File: src/rtl/alkc_pkg.sv
`timescale 1ns / 1ps

package alkc_pkg;

    localparam int NUM_KEYS = 6;
    localparam int SAMPLE_W = 10;
    localparam int TICKS_W  = 16;
    localparam int CODE_W   = 3;

    localparam logic [CODE_W-1:0] KEY_SQUELCH = 3'd0;
    localparam logic [CODE_W-1:0] KEY_PTY     = 3'd4;
    localparam logic [CODE_W-1:0] KEY_LAST    = 3'd5;
    localparam logic [CODE_W-1:0] KEY_NONE    = 3'd7;

    localparam logic [SAMPLE_W:0] MATCH_HALF   = 11'd15;
    localparam logic [SAMPLE_W:0] RELEASE_HALF = 11'd50;

    // Register map, index = paddr[4:2]
    localparam logic [2:0] REG_PRESS_LEVEL = 3'd0;
    localparam logic [2:0] REG_CENTRE_SQL  = 3'd1;
    localparam logic [2:0] REG_CENTRE_UP   = 3'd2;
    localparam logic [2:0] REG_CENTRE_DOWN = 3'd3;
    localparam logic [2:0] REG_CENTRE_VOX  = 3'd4;
    localparam logic [2:0] REG_CENTRE_PTY  = 3'd5;
    localparam logic [2:0] REG_CENTRE_AFM  = 3'd6;
    localparam logic [2:0] REG_LONG_TICKS  = 3'd7;

    localparam logic [SAMPLE_W-1:0] PRESS_LEVEL_RST = 10'd864;
    localparam logic [TICKS_W-1:0]  LONG_TICKS_RST  = 16'd60;

    typedef logic [NUM_KEYS-1:0][SAMPLE_W-1:0] centre_arr_t;

    typedef struct packed {
        logic [SAMPLE_W-1:0] first_sample;
        logic [SAMPLE_W-1:0] confirm_sample;
    } item_t;

    typedef struct packed {
        logic [CODE_W-1:0] key_code;
        logic              is_long;
    } result_t;

    // Classified request handed from front to back
    typedef struct packed {
        logic [CODE_W-1:0]   key;
        logic [NUM_KEYS-1:0] near_release;
    } class_t;

    typedef struct packed {
        logic              waiting;
        logic [CODE_W-1:0] held_key;
    } back_stat_t;

    localparam int CLASS_W  = $bits(class_t);
    localparam int RESULT_W = $bits(result_t);

endpackage

File: src/rtl/adc_ladder_key_press_classifier_core.sv
`timescale 1ns / 1ps

// ADC resistor-ladder keypad decoder.
// Input queue side: drive item (first and confirming ADC read of one poll
// tick) and raise push; the request is taken on a clock edge with push high
// and full low. Result queue side: while empty is low, result holds the
// oldest key event (key_code, is_long); raise pop to take it. A tick yields
// zero or one event: short on release, long after long_press_ticks held
// ticks, instant for the pty key.
// Throughput is one request per cycle while full is low. The front
// classifies a request in the cycle it is pushed and writes it into a small
// queue; the back, when the output queue has room, updates the key state
// from the queue head and writes any event into the output queue, from
// which the receiver pops it.
// When the receiver stalls, results collect in the output queue; once it is
// full the back holds, the middle queue fills and full rises. Nothing drops.
// Reset clears both queues, loads the register defaults (press level 864,
// centres 64..704 in steps of 128, long press 60 ticks) and leaves no key
// held. APB registers at byte address 4*index; write only while idle.

module adc_ladder_key_press_classifier_core
    import alkc_pkg::*;
#(
    parameter int QUEUE_DEPTH = 2
) (
    input  logic        clk,
    input  logic        rst_n,
    input  logic        push,
    input  item_t       item,
    output logic        full,
    input  logic        pop,
    output result_t     result,
    output logic        empty,
    input  logic        psel,
    input  logic        penable,
    input  logic        pwrite,
    input  logic [4:0]  paddr,
    input  logic [31:0] pwdata,
    output logic [31:0] prdata,
    output logic        pready
);

    logic [SAMPLE_W-1:0] press_level_reg;
    centre_arr_t         centre_reg;
    logic [TICKS_W-1:0]  long_ticks_reg;
    logic [2:0]          reg_idx;
    logic                cfg_wr;

    class_t              cls_front;
    class_t              cls_head;
    logic [CLASS_W-1:0]  cls_head_bits;
    logic                mid_empty;
    logic                cls_pop;
    result_t             res_back;
    logic                res_push;
    logic                out_full;
    logic [RESULT_W-1:0] result_bits;
    back_stat_t          stat;

    // Configuration port
    assign pready  = 1'b1;
    assign reg_idx = paddr[4:2];
    assign cfg_wr  = psel && penable && pwrite;

    always_ff @(posedge clk or negedge rst_n)
    begin
        if (!rst_n)
        begin
            press_level_reg <= PRESS_LEVEL_RST;
            centre_reg[0]   <= 10'd64;
            centre_reg[1]   <= 10'd192;
            centre_reg[2]   <= 10'd320;
            centre_reg[3]   <= 10'd448;
            centre_reg[4]   <= 10'd576;
            centre_reg[5]   <= 10'd704;
            long_ticks_reg  <= LONG_TICKS_RST;
        end
        else if (cfg_wr)
        begin
            unique case (reg_idx)
                REG_PRESS_LEVEL: press_level_reg <= pwdata[SAMPLE_W-1:0];
                REG_CENTRE_SQL:  centre_reg[0]   <= pwdata[SAMPLE_W-1:0];
                REG_CENTRE_UP:   centre_reg[1]   <= pwdata[SAMPLE_W-1:0];
                REG_CENTRE_DOWN: centre_reg[2]   <= pwdata[SAMPLE_W-1:0];
                REG_CENTRE_VOX:  centre_reg[3]   <= pwdata[SAMPLE_W-1:0];
                REG_CENTRE_PTY:  centre_reg[4]   <= pwdata[SAMPLE_W-1:0];
                REG_CENTRE_AFM:  centre_reg[5]   <= pwdata[SAMPLE_W-1:0];
                REG_LONG_TICKS:  long_ticks_reg  <= pwdata[TICKS_W-1:0];
                default:         press_level_reg <= press_level_reg;
            endcase
        end
    end

    always_comb
    begin
        unique case (reg_idx)
            REG_PRESS_LEVEL: prdata = 32'(press_level_reg);
            REG_CENTRE_SQL:  prdata = 32'(centre_reg[0]);
            REG_CENTRE_UP:   prdata = 32'(centre_reg[1]);
            REG_CENTRE_DOWN: prdata = 32'(centre_reg[2]);
            REG_CENTRE_VOX:  prdata = 32'(centre_reg[3]);
            REG_CENTRE_PTY:  prdata = 32'(centre_reg[4]);
            REG_CENTRE_AFM:  prdata = 32'(centre_reg[5]);
            REG_LONG_TICKS:  prdata = 32'(long_ticks_reg);
            default:         prdata = '0;
        endcase
    end

    // Front: classify the incoming request against the key windows
    alkc_front u_front (
        .item        (item),
        .press_level (press_level_reg),
        .centres     (centre_reg),
        .cls         (cls_front)
    );

    // Middle queue decouples classification from the key state machine
    alkc_fifo #(
        .WIDTH (CLASS_W),
        .DEPTH (QUEUE_DEPTH)
    ) u_mid_q (
        .clk     (clk),
        .rst_n   (rst_n),
        .wr_en   (push),
        .wr_data (cls_front),
        .rd_en   (cls_pop),
        .rd_data (cls_head_bits),
        .full    (full),
        .empty   (mid_empty)
    );

    assign cls_head = class_t'(cls_head_bits);

    // Back: advance held key, countdown and release wait
    alkc_back u_back (
        .clk              (clk),
        .rst_n            (rst_n),
        .cls              (cls_head),
        .cls_valid        (!mid_empty),
        .out_ready        (!out_full),
        .long_press_ticks (long_ticks_reg),
        .cls_pop          (cls_pop),
        .res_push         (res_push),
        .res              (res_back),
        .stat             (stat)
    );

    // Output queue holds events while the receiver stalls
    alkc_fifo #(
        .WIDTH (RESULT_W),
        .DEPTH (QUEUE_DEPTH)
    ) u_out_q (
        .clk     (clk),
        .rst_n   (rst_n),
        .wr_en   (res_push),
        .wr_data (res_back),
        .rd_en   (pop),
        .rd_data (result_bits),
        .full    (out_full),
        .empty   (empty)
    );

    assign result = result_t'(result_bits);

    // Only real key codes ever leave the block
    assert property (@(posedge clk) disable iff (!rst_n)
        !empty |-> (result.key_code <= KEY_LAST))
        else $error("result carries a code outside the key set");

    // The pty key never produces a long event
    assert property (@(posedge clk) disable iff (!rst_n)
        (!empty && result.is_long) |-> (result.key_code != KEY_PTY))
        else $error("long event on pty key");

    // During a release wait only pty or no key can be held
    assert property (@(posedge clk) disable iff (!rst_n)
        stat.waiting |-> (stat.held_key == KEY_NONE || stat.held_key == KEY_PTY))
        else $error("release wait with a long-capable key held");

    // An accepted request is present in the middle queue next cycle
    assert property (@(posedge clk) disable iff (!rst_n)
        (push && !full) |=> !mid_empty)
        else $error("accepted request lost before the back");

endmodule

File: src/rtl/alkc_fifo.sv
`timescale 1ns / 1ps

module alkc_fifo #(
    parameter int WIDTH = 8,
    parameter int DEPTH = 2
) (
    input  logic             clk,
    input  logic             rst_n,
    input  logic             wr_en,
    input  logic [WIDTH-1:0] wr_data,
    input  logic             rd_en,
    output logic [WIDTH-1:0] rd_data,
    output logic             full,
    output logic             empty
);

    localparam int PTR_W = (DEPTH > 1) ? $clog2(DEPTH) : 1;
    localparam int CNT_W = $clog2(DEPTH + 1);
    localparam logic [PTR_W-1:0] LAST_PTR = PTR_W'(DEPTH - 1);
    localparam logic [CNT_W-1:0] FULL_CNT = CNT_W'(DEPTH);

    logic [WIDTH-1:0] slot_reg [DEPTH];
    logic [PTR_W-1:0] wr_ptr_reg, wr_ptr_next;
    logic [PTR_W-1:0] rd_ptr_reg, rd_ptr_next;
    logic [CNT_W-1:0] count_reg, count_next;
    logic             do_wr, do_rd;

    assign full    = (count_reg == FULL_CNT);
    assign empty   = (count_reg == '0);
    assign do_wr   = wr_en && !full;
    assign do_rd   = rd_en && !empty;
    assign rd_data = slot_reg[rd_ptr_reg];

    always_comb
    begin
        wr_ptr_next = wr_ptr_reg;
        rd_ptr_next = rd_ptr_reg;
        count_next  = count_reg;
        if (do_wr)
        begin
            wr_ptr_next = (wr_ptr_reg == LAST_PTR) ? '0 : wr_ptr_reg + 1'b1;
        end
        if (do_rd)
        begin
            rd_ptr_next = (rd_ptr_reg == LAST_PTR) ? '0 : rd_ptr_reg + 1'b1;
        end
        if (do_wr && !do_rd)
        begin
            count_next = count_reg + 1'b1;
        end
        else if (do_rd && !do_wr)
        begin
            count_next = count_reg - 1'b1;
        end
    end

    always_ff @(posedge clk or negedge rst_n)
    begin
        if (!rst_n)
        begin
            wr_ptr_reg <= '0;
            rd_ptr_reg <= '0;
            count_reg  <= '0;
        end
        else
        begin
            wr_ptr_reg <= wr_ptr_next;
            rd_ptr_reg <= rd_ptr_next;
            count_reg  <= count_next;
        end
    end

    always_ff @(posedge clk)
    begin
        if (do_wr)
        begin
            slot_reg[wr_ptr_reg] <= wr_data;
        end
    end

endmodule

File: src/rtl/alkc_front.sv
`timescale 1ns / 1ps

module alkc_front
    import alkc_pkg::*;
(
    input  item_t               item,
    input  logic [SAMPLE_W-1:0] press_level,
    input  centre_arr_t         centres,
    output class_t              cls
);

    logic [SAMPLE_W:0]   s_ext;
    logic [NUM_KEYS-1:0] hit;
    logic [NUM_KEYS-1:0] near_rel;
    logic [CODE_W-1:0]   key;
    logic                pressed;

    assign s_ext   = {1'b0, item.confirm_sample};
    assign pressed = (item.first_sample < press_level);

    // Open windows: centre - half < sample < centre + half
    always_comb
    begin
        for (int i = 0; i < NUM_KEYS; i++)
        begin
            hit[i]      = (s_ext + MATCH_HALF > {1'b0, centres[i]})
                       && (s_ext < {1'b0, centres[i]} + MATCH_HALF);
            near_rel[i] = (s_ext + RELEASE_HALF > {1'b0, centres[i]})
                       && (s_ext < {1'b0, centres[i]} + RELEASE_HALF);
        end
    end

    // Lowest matching code wins
    always_comb
    begin
        key = KEY_NONE;
        for (int i = NUM_KEYS - 1; i >= 0; i--)
        begin
            if (hit[i])
            begin
                key = CODE_W'(i);
            end
        end
        if (!pressed)
        begin
            key = KEY_NONE;
        end
    end

    assign cls.key          = key;
    assign cls.near_release = near_rel;

endmodule

File: src/rtl/alkc_back.sv
`timescale 1ns / 1ps

module alkc_back
    import alkc_pkg::*;
(
    input  logic               clk,
    input  logic               rst_n,
    input  class_t             cls,
    input  logic               cls_valid,
    input  logic               out_ready,
    input  logic [TICKS_W-1:0] long_press_ticks,
    output logic               cls_pop,
    output logic               res_push,
    output result_t            res,
    output back_stat_t         stat
);

    logic [CODE_W-1:0]  held_key_reg, held_key_next;
    logic [TICKS_W-1:0] countdown_reg, countdown_next;
    logic               waiting_reg, waiting_next;
    logic [CODE_W-1:0]  waited_key_reg, waited_key_next;
    logic [CODE_W-1:0]  wsel;
    logic [TICKS_W-1:0] dec;
    logic               go;
    logic               emit;

    assign go      = cls_valid && out_ready;
    assign cls_pop = go;
    assign wsel    = (waited_key_reg <= KEY_LAST) ? waited_key_reg : KEY_SQUELCH;
    assign dec     = (countdown_reg != '0) ? countdown_reg - 1'b1 : countdown_reg;

    always_comb
    begin
        held_key_next   = held_key_reg;
        countdown_next  = countdown_reg;
        waiting_next    = waiting_reg;
        waited_key_next = waited_key_reg;
        emit            = 1'b0;
        res.key_code    = cls.key;
        res.is_long     = 1'b0;
        if (waiting_reg)
        begin
            if (!cls.near_release[wsel])
            begin
                waiting_next = 1'b0;
            end
        end
        else if (cls.key == KEY_NONE)
        begin
            // release: short event for the last held key unless that is pty or no key
            emit           = (held_key_reg <= KEY_LAST) && (held_key_reg != KEY_PTY);
            res.key_code   = held_key_reg;
            held_key_next  = KEY_NONE;
            countdown_next = long_press_ticks;
        end
        else if (cls.key == KEY_PTY)
        begin
            emit            = 1'b1;
            held_key_next   = KEY_PTY;
            waiting_next    = 1'b1;
            waited_key_next = KEY_PTY;
        end
        else
        begin
            held_key_next  = cls.key;
            countdown_next = dec;
            if (dec == '0)
            begin
                emit            = 1'b1;
                res.is_long     = 1'b1;
                held_key_next   = KEY_NONE;
                countdown_next  = long_press_ticks;
                waiting_next    = 1'b1;
                waited_key_next = cls.key;
            end
        end
    end

    assign res_push      = go && emit;
    assign stat.waiting  = waiting_reg;
    assign stat.held_key = held_key_reg;

    always_ff @(posedge clk or negedge rst_n)
    begin
        if (!rst_n)
        begin
            held_key_reg   <= KEY_NONE;
            countdown_reg  <= LONG_TICKS_RST;
            waiting_reg    <= 1'b0;
            waited_key_reg <= KEY_SQUELCH;
        end
        else if (go)
        begin
            held_key_reg   <= held_key_next;
            countdown_reg  <= countdown_next;
            waiting_reg    <= waiting_next;
            waited_key_reg <= waited_key_next;
        end
    end

endmodule

File: config.mk
export PLATFORM = sky130hd
export DESIGN_NAME = adc_ladder_key_press_classifier_core
export DESIGN_NICKNAME = d
export VERILOG_FILES = /design/src/rtl/alkc_pkg.sv /design/src/rtl/adc_ladder_key_press_classifier_core.sv /design/src/rtl/alkc_fifo.sv /design/src/rtl/alkc_front.sv /design/src/rtl/alkc_back.sv
export SDC_FILE = /design/constraint.sdc
export NUM_CORES = 1
export LEC_CHECK = 0
export BUFFER_PORTS_ARGS = -buffer_cell sky130_fd_sc_hd__buf_2
export CAP_MARGIN = 20
export CORE_UTILIZATION = 33
export CTS_CLUSTER_SIZE = 20
export DETAILED_ROUTE_END_ITERATION = 16
export PLACE_DENSITY = 0.57
export SLEW_MARGIN = 20
export SYNTH_ARGS = -nofsm -noshare
export SYNTH_HDL_FRONTEND = slang
export SYNTH_SLANG_ARGS = --single-unit
File: constraint.sdc
create_clock -name clk -period 4 [get_ports clk]
set_input_delay 0.6 -clock clk [delete_from_list [all_inputs] [get_ports clk]]
set_output_delay 0.6 -clock clk [all_outputs]
set_load 0.02 [all_outputs]
==> impl_metrics.env <==
export IMPL_core_area_mm2=0.04317
export IMPL_route_detailed_drc=0
export IMPL_power_mw=9.106
export IMPL_route_vias_total=12790
export IMPL_swShare_pct=44.82
export IMPL_switchingPower_mw=4.081
export IMPL_synth_edff_count=26
export IMPL_internal_power_mw=5.025
export IMPL_antenna_found_initial=1
export IMPL_cp_top_family="compound AO/OA/AOI/OAI gates"
export IMPL_initial_utilization_pct=33.60
export IMPL_syn_avg_cell_area_um2=8.866
export IMPL_cp_max_fo=6
export IMPL_drv_slew=0
export IMPL_cts_buffers=17
export IMPL_root_buffer="clkbuf_16"
export IMPL_synth_seq_area_share_pct=25.81
export IMPL_dp_cells=2296
export IMPL_setup_worst_path_end_class="register"
export IMPL_path_clk_slew_ns=0.07
export IMPL_io_pins=103
export IMPL_area_growth_synth_to_final_pct=13.05
export IMPL_largest_register_ffs=60
export IMPL_drt_iter0_markers=732
export IMPL_dpl_instance_area_mm2=0.01576
export IMPL_cts_tree="done"
export IMPL_final_cell_mix="ha_1 (274), nand2_1 (137), o21ai_0 (119)"
export IMPL_status="completed"
export IMPL_vias_per_cell=5.493
export IMPL_drtAntennaViolNets=0
export IMPL_cts_buffer_depth=2
export IMPL_layout_drive_gt1_share_pct=14.63
export IMPL_async_flop_share_pct=81.82
export IMPL_start_kind="input pin"
export IMPL_path_buf_inv=2
export IMPL_dpl_worst_slack_ns=-0.1608
export IMPL_dp_hpwl_um=37170
export IMPL_first_global_vias=12480
export IMPL_finalHoldViolations=0
export IMPL_port_buffer_count=67
export IMPL_first_pass_iters=5
export IMPL_sequentialPowerShare_pct=28.5
export IMPL_netlist_area_mm2=0.01451
export IMPL_crit_required_ns=4.18
export IMPL_gp_congestion=0.9669
export IMPL_max_slew_margin_pct=19.69
export IMPL_power_leakage_nw=7.384
export IMPL_synth_seq_cells=143
export IMPL_worstSetupPathType="in2reg"
export IMPL_wl_per_cell_um=20.97
export IMPL_die_y_um=211.7
export IMPL_cts_setup_buffers=0
export IMPL_worstPathArrival_ns=4.01
export IMPL_fin_worst_skew_ns=0.01439
export IMPL_period_needed_ns=3.821
export IMPL_ys_flop_type="dfrtp_1"
export IMPL_die_x_um=211.7
export IMPL_yosysWarnings=0
export IMPL_htreeDepth=4
export IMPL_powerDensity_mw_per_mm2=555.3
export IMPL_grt_max_degree=87
export IMPL_grt_overflow_total=0
export IMPL_post_cts_resized=0
export IMPL_fin_ws_ns=0.1789
export IMPL_num_rows=76
export IMPL_setup_viol=0
export IMPL_cp_cell_sequence="buf_2 > inv_1 > ha_1 > nand2_1 > nand2_1 > or2_2 > nand4_1 > or2_2 > xnor2_1 > ha_1 > nand3_1 > a21oi_1 > a221oi_1 > o22a_1 > a21oi_1 > a211oi_1 > o21ai_0"
export IMPL_grt_usage_pct=22.30
export IMPL_rsz0062_at_grt="false"
export IMPL_fin_cells=2329
export IMPL_cts_sinks=143
export IMPL_nFillCells=4448
export IMPL_final_nets=2068
export IMPL_vdd_ir_drop_worst_v=0.0002907
export IMPL_ys_types=75
export IMPL_grt_pass1_wl_um=74340
export IMPL_critPathMaxStageDelay_ns=0.81
export IMPL_crit_slowest_cell="xnor2_1"
export IMPL_clock_power_share_pct=19.0
export IMPL_hold_class="in2async"
export IMPL_cts_hold_buffers=0
export IMPL_fin_crit_sh_pct=95.53
export IMPL_reg2reg_slack_ns=0.35
export IMPL_combPwrFrac_pct=52.5
export IMPL_wirelength_um=48830
export IMPL_fmax_mhz=261.7
export IMPL_finalInstanceArea_mm2=0.01640
export IMPL_clkLatencyLatePin_ns=0.46
export IMPL_die_area_mm2=0.04480
export IMPL_final_common_cell="ha_1"
export IMPL_drv_cap=0
export IMPL_worst_pin_slew_ns=1.196
export IMPL_syn_inst=1636
[path summary, 6_finish.rpt]
kind,from,end,cells past startpoint
max,item[1],u_mid_q.slot_reg[0][7],17
min,rst_n,u_out_q.count_reg[0],1
max reg2reg,u_back.countdown_reg[0],u_out_q.slot_reg[0][0],10
min reg2reg,u_out_q.wr_ptr_reg,u_out_q.wr_ptr_reg,1
max in group asynchronous,rst_n,centre_reg[49],2
min in group clk,pwdata[13],long_ticks_reg[13],2
[cells by family (layout without fill, tap and decap cells)]
| kind of cell | Yosys count | in the layout | synth area share [%] |
|---|---|---|---|
| DFF | 143 | 143 | 25.81 |
| adders and majority gates | 274 | 274 | 23.63 |
| xor gates and xnor gates | 113 | 113 | 6.823 |
| AOI/OAI and AO/OA | 384 | 384 | 16.93 |
| and+or+nand+nor | 486 | 486 | 16.46 |
| buffers and inverters | 176 | 268 | 5.296 |
| muxes | 58 | 58 | 4.994 |
| other | 2 | 18 | 0.05177 |
[routing by layer]
metal	GRT usage, %	share of wire [%]	vias up
li1	-	-	6132
met1	27.97	44	6199
met2	37.78	47	386
met3	4.421	5.8	77
met4	7.971	3.2	0
met5	0	0	-
[synthesized netlist by cell type, drive strengths merged, types with 5 or more instances]
cell,instances,area share [%]
mux4,8,1.2
or3,5,0.22
and2,11,0.47
nand2b,14,0.60
edfxtp,26,5.4
o22ai,18,0.78
a21o,25,1.3
a22oi,5,0.26
o211ai,12,0.62
o31ai,7,0.36
mux2i,15,1.0
o2111ai,7,0.42
a2111oi,9,0.54
xnor2,101,6.1
or2,6,0.26
o21a,28,1.4
clkbuf,37,0.96
a31oi,9,0.39
ha,274,24
nand2,137,3.5
nor2b,27,1.2
and3,22,0.95
nor4,10,0.64
a21oi,77,2.7
a211o,6,0.36
inv,102,2.6
nor3,37,1.3
dfrtp,89,15
o21ai,120,4.1
xor2,12,0.72
or4,6,0.34
a221oi,16,0.97
mux2,35,2.7
buf,35,1.6
dfstp,28,5.1
nor2,105,2.7
nand4,32,1.4
nand3,64,2.2
a211oi,18,1.0
[final cells by class]
| class | instances | area (µm²) | area share (%) |
|---|---|---|---|
| Multi-Input combinational cell | 1332 | 10080 | 61.46 |
| Sequential cell | 143 | 3744 | 22.83 |
| Timing Repair Buffer | 132 | 829.5 | 5.059 |
| Tap cell | 585 | 732.0 | 4.464 |
| Clock buffer | 17 | 425.4 | 2.594 |
| Inverter | 104 | 390.4 | 2.381 |
| Clock inverter | 15 | 196.4 | 1.198 |
| Antenna cell | 1 | 2.502 | 0.01526 |
[stage by stage]
stage               TNS [ns]  hold slack, ns  utilization (%)
finish                     0          0.2171            37.98
global route               0          0.2919            37.98
CTS                        0          0.2668            37.95
detailed placement   -0.6470          0.4724            36.51
global placement     -0.1842          0.4686            36.51
floorplan                  0          0.3044                -
[power groups by stage]
stage                     clock [mW]  combinational [mW]  sequential, mW
after floorplan                    0                3.63            2.31
after global placement             0                4.60            2.60
after detailed placement           0                4.73            2.61
after CTS                       1.76                4.76            2.59
after global routing            1.82                5.36            2.67
final                           1.73                4.78            2.59
Note: power is estimated with default switching activity, not from simulation.
